===== src/sv/cbp_pkg.sv =====
// Package for the cubic Bezier point evaluator.
// Holds default sizes and the register file layout; no dependencies.
package cbp_pkg;

	localparam int COORD_BITS_DEF = 16;
	localparam int FRAC_BITS_DEF  = 16;

	// control points are stored x,y interleaved: index = 2*point + axis
	localparam int AXES       = 2;
	localparam int POINTS     = 4;
	localparam int REG_COUNT  = AXES * POINTS;
	localparam int REG_IDX_W  = $clog2(REG_COUNT);

	// operand slice width for the split multipliers
	localparam int CHUNK_BITS = 24;

endpackage


===== src/sv/cbp_lerp.sv =====
// Two-stage exact linear blend q = a*2^F + (b - a)*t for the evaluator.
// Depends on cbp_pkg for the multiplier slice width.
module cbp_lerp #(
	parameter int W = cbp_pkg::COORD_BITS_DEF,
	parameter int F = cbp_pkg::FRAC_BITS_DEF
) (
	input  logic                  clk,
	input  logic signed [W-1:0]   a,
	input  logic signed [W-1:0]   b,
	input  logic        [F:0]     t,
	output logic signed [W+F-1:0] q
);

	localparam int CHUNK = cbp_pkg::CHUNK_BITS;
	localparam int DW    = W + 1;
	localparam int NCH   = (DW + CHUNK - 1) / CHUNK;
	localparam int EW    = NCH * CHUNK;
	localparam int PPW   = CHUNK + F + 3;
	localparam int QW    = W + F;
	localparam int XW    = QW + PPW;

	logic signed [DW-1:0]    d;
	logic signed [EW-1:0]    dx;
	logic signed [F+1:0]     tx;
	logic signed [CHUNK:0]   op [NCH];
	logic signed [PPW-1:0]   pp_s1 [NCH];
	logic signed [W-1:0]     a_s1;
	logic signed [XW-1:0]    acc;
	logic        [QW-1:0]    q_s2;

	assign d  = DW'(b) - DW'(a);
	assign dx = EW'(d);
	assign tx = {1'b0, t};

	// low slices are unsigned, the top slice carries the sign
	always_comb begin
		for (int j = 0; j < NCH; j++) begin
			op[j] = {((j == NCH - 1) ? dx[EW-1] : 1'b0), dx[j*CHUNK +: CHUNK]};
		end
	end

	always_ff @(posedge clk) begin
		for (int j = 0; j < NCH; j++) begin
			pp_s1[j] <= PPW'(op[j]) * PPW'(tx);
		end
		a_s1 <= a;
	end

	always_comb begin
		acc = XW'(a_s1) <<< F;
		for (int j = 0; j < NCH; j++) begin
			acc = acc + (XW'(pp_s1[j]) <<< (j * CHUNK));
		end
	end

	always_ff @(posedge clk) begin
		q_s2 <= acc[QW-1:0];
	end

	assign q = q_s2;

endmodule


===== config.mk =====
export PLATFORM = sky130hd
export DESIGN_NAME = cbp_lerp
export DESIGN_NICKNAME = d
export VERILOG_FILES = /design/src/sv/cbp_pkg.sv /design/src/sv/cbp_lerp.sv
export SDC_FILE = /design/constraint.sdc
export NUM_CORES = 1
export LEC_CHECK = 0
export BUFFER_PORTS_ARGS = -buffer_cell sky130_fd_sc_hd__buf_2
export CAP_MARGIN = 40
export CORE_AREA = 2 2 147 149
export CTS_BUF_LIST = sky130_fd_sc_hd__clkbuf_8
export DETAILED_ROUTE_END_ITERATION = 10
export DIE_AREA = 0 0 149 151
export PLACE_DENSITY = 0.82
export SETUP_SLACK_MARGIN = 0.1
export SLEW_MARGIN = 25
export SYNTH_ARGS = -nofsm -noshare
export SYNTH_HDL_FRONTEND = slang
export SYNTH_SLANG_ARGS = --single-unit

===== constraint.sdc =====
create_clock -name clk -period 11.9 [get_ports clk]
set_input_delay 2.38 -clock clk [delete_from_list [all_inputs] [get_ports clk]]
set_output_delay 2.38 -clock clk [all_outputs]
set_load 0.005 [all_outputs]

After elaboration in Yosys (flattened, before gate mapping)
Memory sizes are Yosys's and may differ from the RTL's.
Cells that the tools add are included.
{ "totals": {"ram_bits": 43, "word_cells": 6, "mem_count": 1, "output_inout_bits": 32, "register_bits": 48} }
{ "mem_list": {"columns": ["memory", "words", "word_bits", "rd", "rd_ports_with_merged_regs", "wr", "line", "text"], "rows": [
  ["pp_s1", 1, 43, 1, 0, 1, "cbp_lerp.sv:26", "logic signed [PPW-1:0] pp_s1 [NCH];"]
]} }
{ "classes": {"add_sub_neg": 2, "n_mul": 1} }
{ "op_table": {"columns": ["operator", "n"], "rows": [
  ["17-bit by 18-bit multiplier with 35-bit output", 1],
  ["32-bit adder", 1],
  ["16-bit by 16-bit subtractor with 17-bit output", 1]
]} }

Depth between registers and ports, before layout
{ "logic_depth": {"ltp_word": 2, "mapped_depth": 33, "depth_no_buf": 32} }

Worst setup path before layout
OpenSTA, ideal clock, no wires.
{ "synth_timing": {"kind": "input -> register", "startpoint": "input b[0]", "endpoint": "memory pp_s1[0][31] (netlist name)", "path_stages": 32, "path_slack_ps": 2280, "setup_time_ps": 131, "t_arrival_ps": 9489, "cell_sequence": "inv_1 -> ha_1 -> fa_1 -> nor2b_1 -> o21a_1 -> o21ai_1 -> a21oi_1 -> a21oi_1 -> xnor2_1 -> clkbuf_1 -> nand2_1 -> fa_1 -> inv_1 -> fa_1 -> inv_1 -> fa_1 -> inv_1 -> fa_1 -> fa_1 -> inv_1 -> fa_1 -> inv_1 -> ha_1 -> a21o_1 -> a21o_1 -> a21o_1 -> a22oi_1 -> nand2_1 -> a211oi_2 -> o31ai_1 -> o41ai_2 -> xor3_1"} }
{ "synth_between": {"elab_chain_cells": 2} }
{ "synth_rtl": {"columns": ["item", "line", "text"], "rows": [
  ["start: declaration", "cbp_lerp.sv:9", "input logic signed [W-1:0] b,"],
  ["16-bit by 16-bit subtractor with 17-bit output", "cbp_lerp.sv:31", "assign d = DW'(b) - DW'(a);"],
  ["17-bit by 18-bit multiplier with 35-bit output", "cbp_lerp.sv:44", "pp_s1[j] <= PPW'(op[j]) * PPW'(tx);"],
  ["end: declaration", "cbp_lerp.sv:26", null]
]} }
No other way between the ends.

Final worst setup path
{ "layout_timing": {"startpoint": "input a[0]", "endpoint": "memory pp_s1[0][31] (netlist name)"} }
{ "layout_between": {"elab_chain_cells": 2} }
{ "layout_rtl": {"columns": ["item", "line", "text"], "rows": [
  ["start: declaration", "cbp_lerp.sv:8", "input logic signed [W-1:0] a,"],
  ["16-bit by 16-bit subtractor with 17-bit output", "cbp_lerp.sv:31", null],
  ["17-bit by 18-bit multiplier with 35-bit output", "cbp_lerp.sv:44", null]
]} }
No other way between the ends.

==> summary.txt <==
Critical path
  – Top cell by count, worst path: fa_1
  – Worst flop-to-flop path endpoint: q[30]
  – CP top delay family: adder cells
  – CP Class: primary input to flip-flop
  – Crit. End Element: flip-flop
  – Crit-path max FO: 5
  – Crit path buffers/inverters: 4
  – Critical path's slowest cell: fa_1
  – Crit path DAT: ~10 ns
  – Worst R2R Start: a_s1[0]
  – Crit path depth: 30
  – CP max stage delay: 0.53 ns
  – R2R Setup Slk: 9.23 ns
  – Setup crit end: pp_s1[0][31]
  – Worst EP required: 12.15 ns
  – Cell count of the worst reg-to-reg path: 12
  – CP Launch Type: primary input
  – Worst Setup SP: a[0]

Yosys
  – Mapped Cells: 1350
  – Asr flop ratio synth: 0%
  – Main flop type after synthesis: dfxtp_1
  – Post-Synth Adder-Cell Area: 50.8%
  – Post-synthesis compound-gate area fraction: 6.19%
  – Post-synthesis mux area share: 0%
  – Top cells by count, synth: inv_1 (311), fa_1 (226), nand2_1 (151)
  – Average size of a mapped cell: 9.17 µm²
  – Top-area cell type share of the netlist area: roughly 37%
  – Synth cell types: 52
  – Post-synthesis xor/xnor area fraction: 3.73%
  – Most frequent cell after synthesis: inv_1
  – Post-Synth Simple-Gate Area: between 15 and 20%
  – Synthesis warning total: 0
  – Syn Nets: ~1800
  – Largest family of logic cells by synthesized area: adder cells
  – Sequential fraction of the synthesis area: between 10% and 20%
  – Number of synthesized flops with an enable pin: 0
  – Largest area contributor in the netlist: fa_1
  – Post-Syn Area: 12400 µm²
  – Ranking of synthesized cells by area: fa_1 (37%), ha_1 (14%), dfxtp_1 (13%)
  – Yosys reg bits: 80

STA
  – Setup_tns: 0 ns
  – Clk_skew: 0.00638 ns
  – RSZ-0062 raised after global routing: no
  – Post-route minimum period: 9.86 ns
  – Worst Tran Pin Value: around 0.85 ns
  – Pins over their slew limit: 0
  – Fin crit share: 82.9%
  – Setup-failing EPs final: 0
  – Highest Clock Rate: 101 MHz
  – Final hold viol count: 0
  – Relative max-transition margin: 43.4%

Floorplanning
  – Starting density of the core: around 59%
  – Core footprint: between 20000 and 25000 µm²
  – Die Span X: 149 µm
  – Top Ports: 82
  – Row cnt: 53
  – Die Y: 151 µm
  – Die ar.: 22500 µm²

Placed design
  – Port Buffers: about 80
  – HPWL Detailed: 23200 µm
  – GPL Wtd Cong: 0.897

Global routing
  – First-pass GRT wire length: 49100 µm
  – Largest net degree at the start of global routing: 18
  – GRT Overall Usage: 28.0%
  – Number of global-route vias before repair: 10200
  – Grt total ovfl: 0
  – Antenna violations before repair: 0

Detailed routing
  – Post-DRT Antenna Nets: 0
  – Wirelength, routed: 29500 µm
  – WL/cell: 17.3 µm
  – Remaining DRCs: 0
  – Via count: 9326
  – Vias per inst: 5.47
  – Initial DRC count: between 600 and 700
  – DR pass1 iterations: 6

Cells and area
  – Fillcell total: 1649
  – P&R area growth vs syn: 7.91%
  – FF/Latch Area: 1600 µm²
  – Nets@finish: around 1800
  – ANT cells: 0
  – Layout cells sized above 1: 9.02%
  – Footprint of the multi-input gates: 9490 µm²

Min path
  – Hold path cells: 0
  – Hold Path Class: flip-flop to flip-flop

CTS
  – CTS HTree Levels: 3
  – CTS clk-pin slew, worst paths: 0.09 ns
  – Clk_lat worst skew: approximately 0.36 ns
  – CTS tree: done
  – CTS root buf: clkbuf_8
  – Bufs on Longest Clock Path: 2
  – Hold_buf cts: 0
  – Resized cells post-CTS: 0
  – Clock Sinks: 80
  – Num CTS Buffers: 9
  – Setup bufs post-CTS: 0

Status
  – Status: complete, no violations

Flow run
  – Maxcap violations: 0
[metal layers]
metal / vias up / wire, µm / global-route usage [%]
met4: 0 / 1060 / 11.2
met2: 427 / 14500 / 48.8
met1: 4593 / 11400 / 34.5
met5: - / 0 / 0
met3: 94 / 2510 / 5.24
li1: 4212 / - / -
[sequential cells by signal, indices dropped and copies added, names as in the netlist]
signal  count
a_s1       16
pp_s1      32
q          32
[layout by cell type (no fill, tap or decap), drive strengths merged, types with 2 or more instances in the layout]
| cell | count |
|---|---|
| fa | 226 |
| buf | 98 |
| a211oi | 3 |
| o31a | 2 |
| or3 | 4 |
| a21oi | 35 |
| nand3 | 8 |
| o311ai | 2 |
| o21ai | 27 |
| nand2 | 151 |
| dfxtp | 80 |
| xor2 | 8 |
| or2 | 8 |
| nor2 | 35 |
| a211o | 2 |
| a21o | 12 |
| nor2b | 41 |
| nand2b | 9 |
| o21a | 9 |
| o21bai | 6 |
| clkbuf | 9 |
| xnor2 | 42 |
| inv | 314 |
| o31ai | 4 |
| a21boi | 5 |
| and2 | 106 |
| and3 | 7 |
| ha | 141 |
| bufinv | 2 |
| nor3 | 14 |
[how the worst min path moves through the flow]
stage / start / to / slack (ns)
CTS: pp_s1[0][5] / q[5] / 0.33
detailed placement: pp_s1[0][5] / q[5] / 0.31
finish: pp_s1[0][5] / q[5] / 0.33
floorplan: pp_s1[0][0] / q[0] / 0.31
global route: pp_s1[0][3] / q[3] / 0.34
global placement: pp_s1[0][3] / q[3] / 0.31
[cells by family after synthesis]
group,count (synthesis)
simple gates,390
fa+ha+maj,367
buf+inv,345
compound gates,117
flops,80
xor+xnor,51
[through the flow]
stage | area [µm²] | utilization, % | setup slack [ns] | hold slack (ns) | cells
6_report | 13400 | 64.1 | 2.04 | 0.331 | 1705
5_1_grt | 13400 | 64.1 | 1.65 | 0.341 | 1705
4_1_cts | 13400 | 64.1 | 2.05 | 0.331 | 1705
3_5_place_dp | 13100 | 63.1 | 1.70 | 0.312 | 1689
3_3_place_gp | 13100 | 63.0 | 1.72 | 0.310 | 1687
2_1_floorplan | 12400 | - | 2.28 | 0.310 | 1350
[area by class of cell]
class | instances | share of cell area (%)
clock buffers | 9 | 0.927
clock inverters | 7 | 0.703
inverters | 311 | 8.74
multi-input cells | 925 | 71.0
flip-flops and latches | 80 | 12.0
well taps | 275 | 2.58
repair buffers | 98 | 4.02
Power is left out: the tool's default activity adds up to more than one toggle a clock period on the data nets, which glitch-free logic cannot reach.
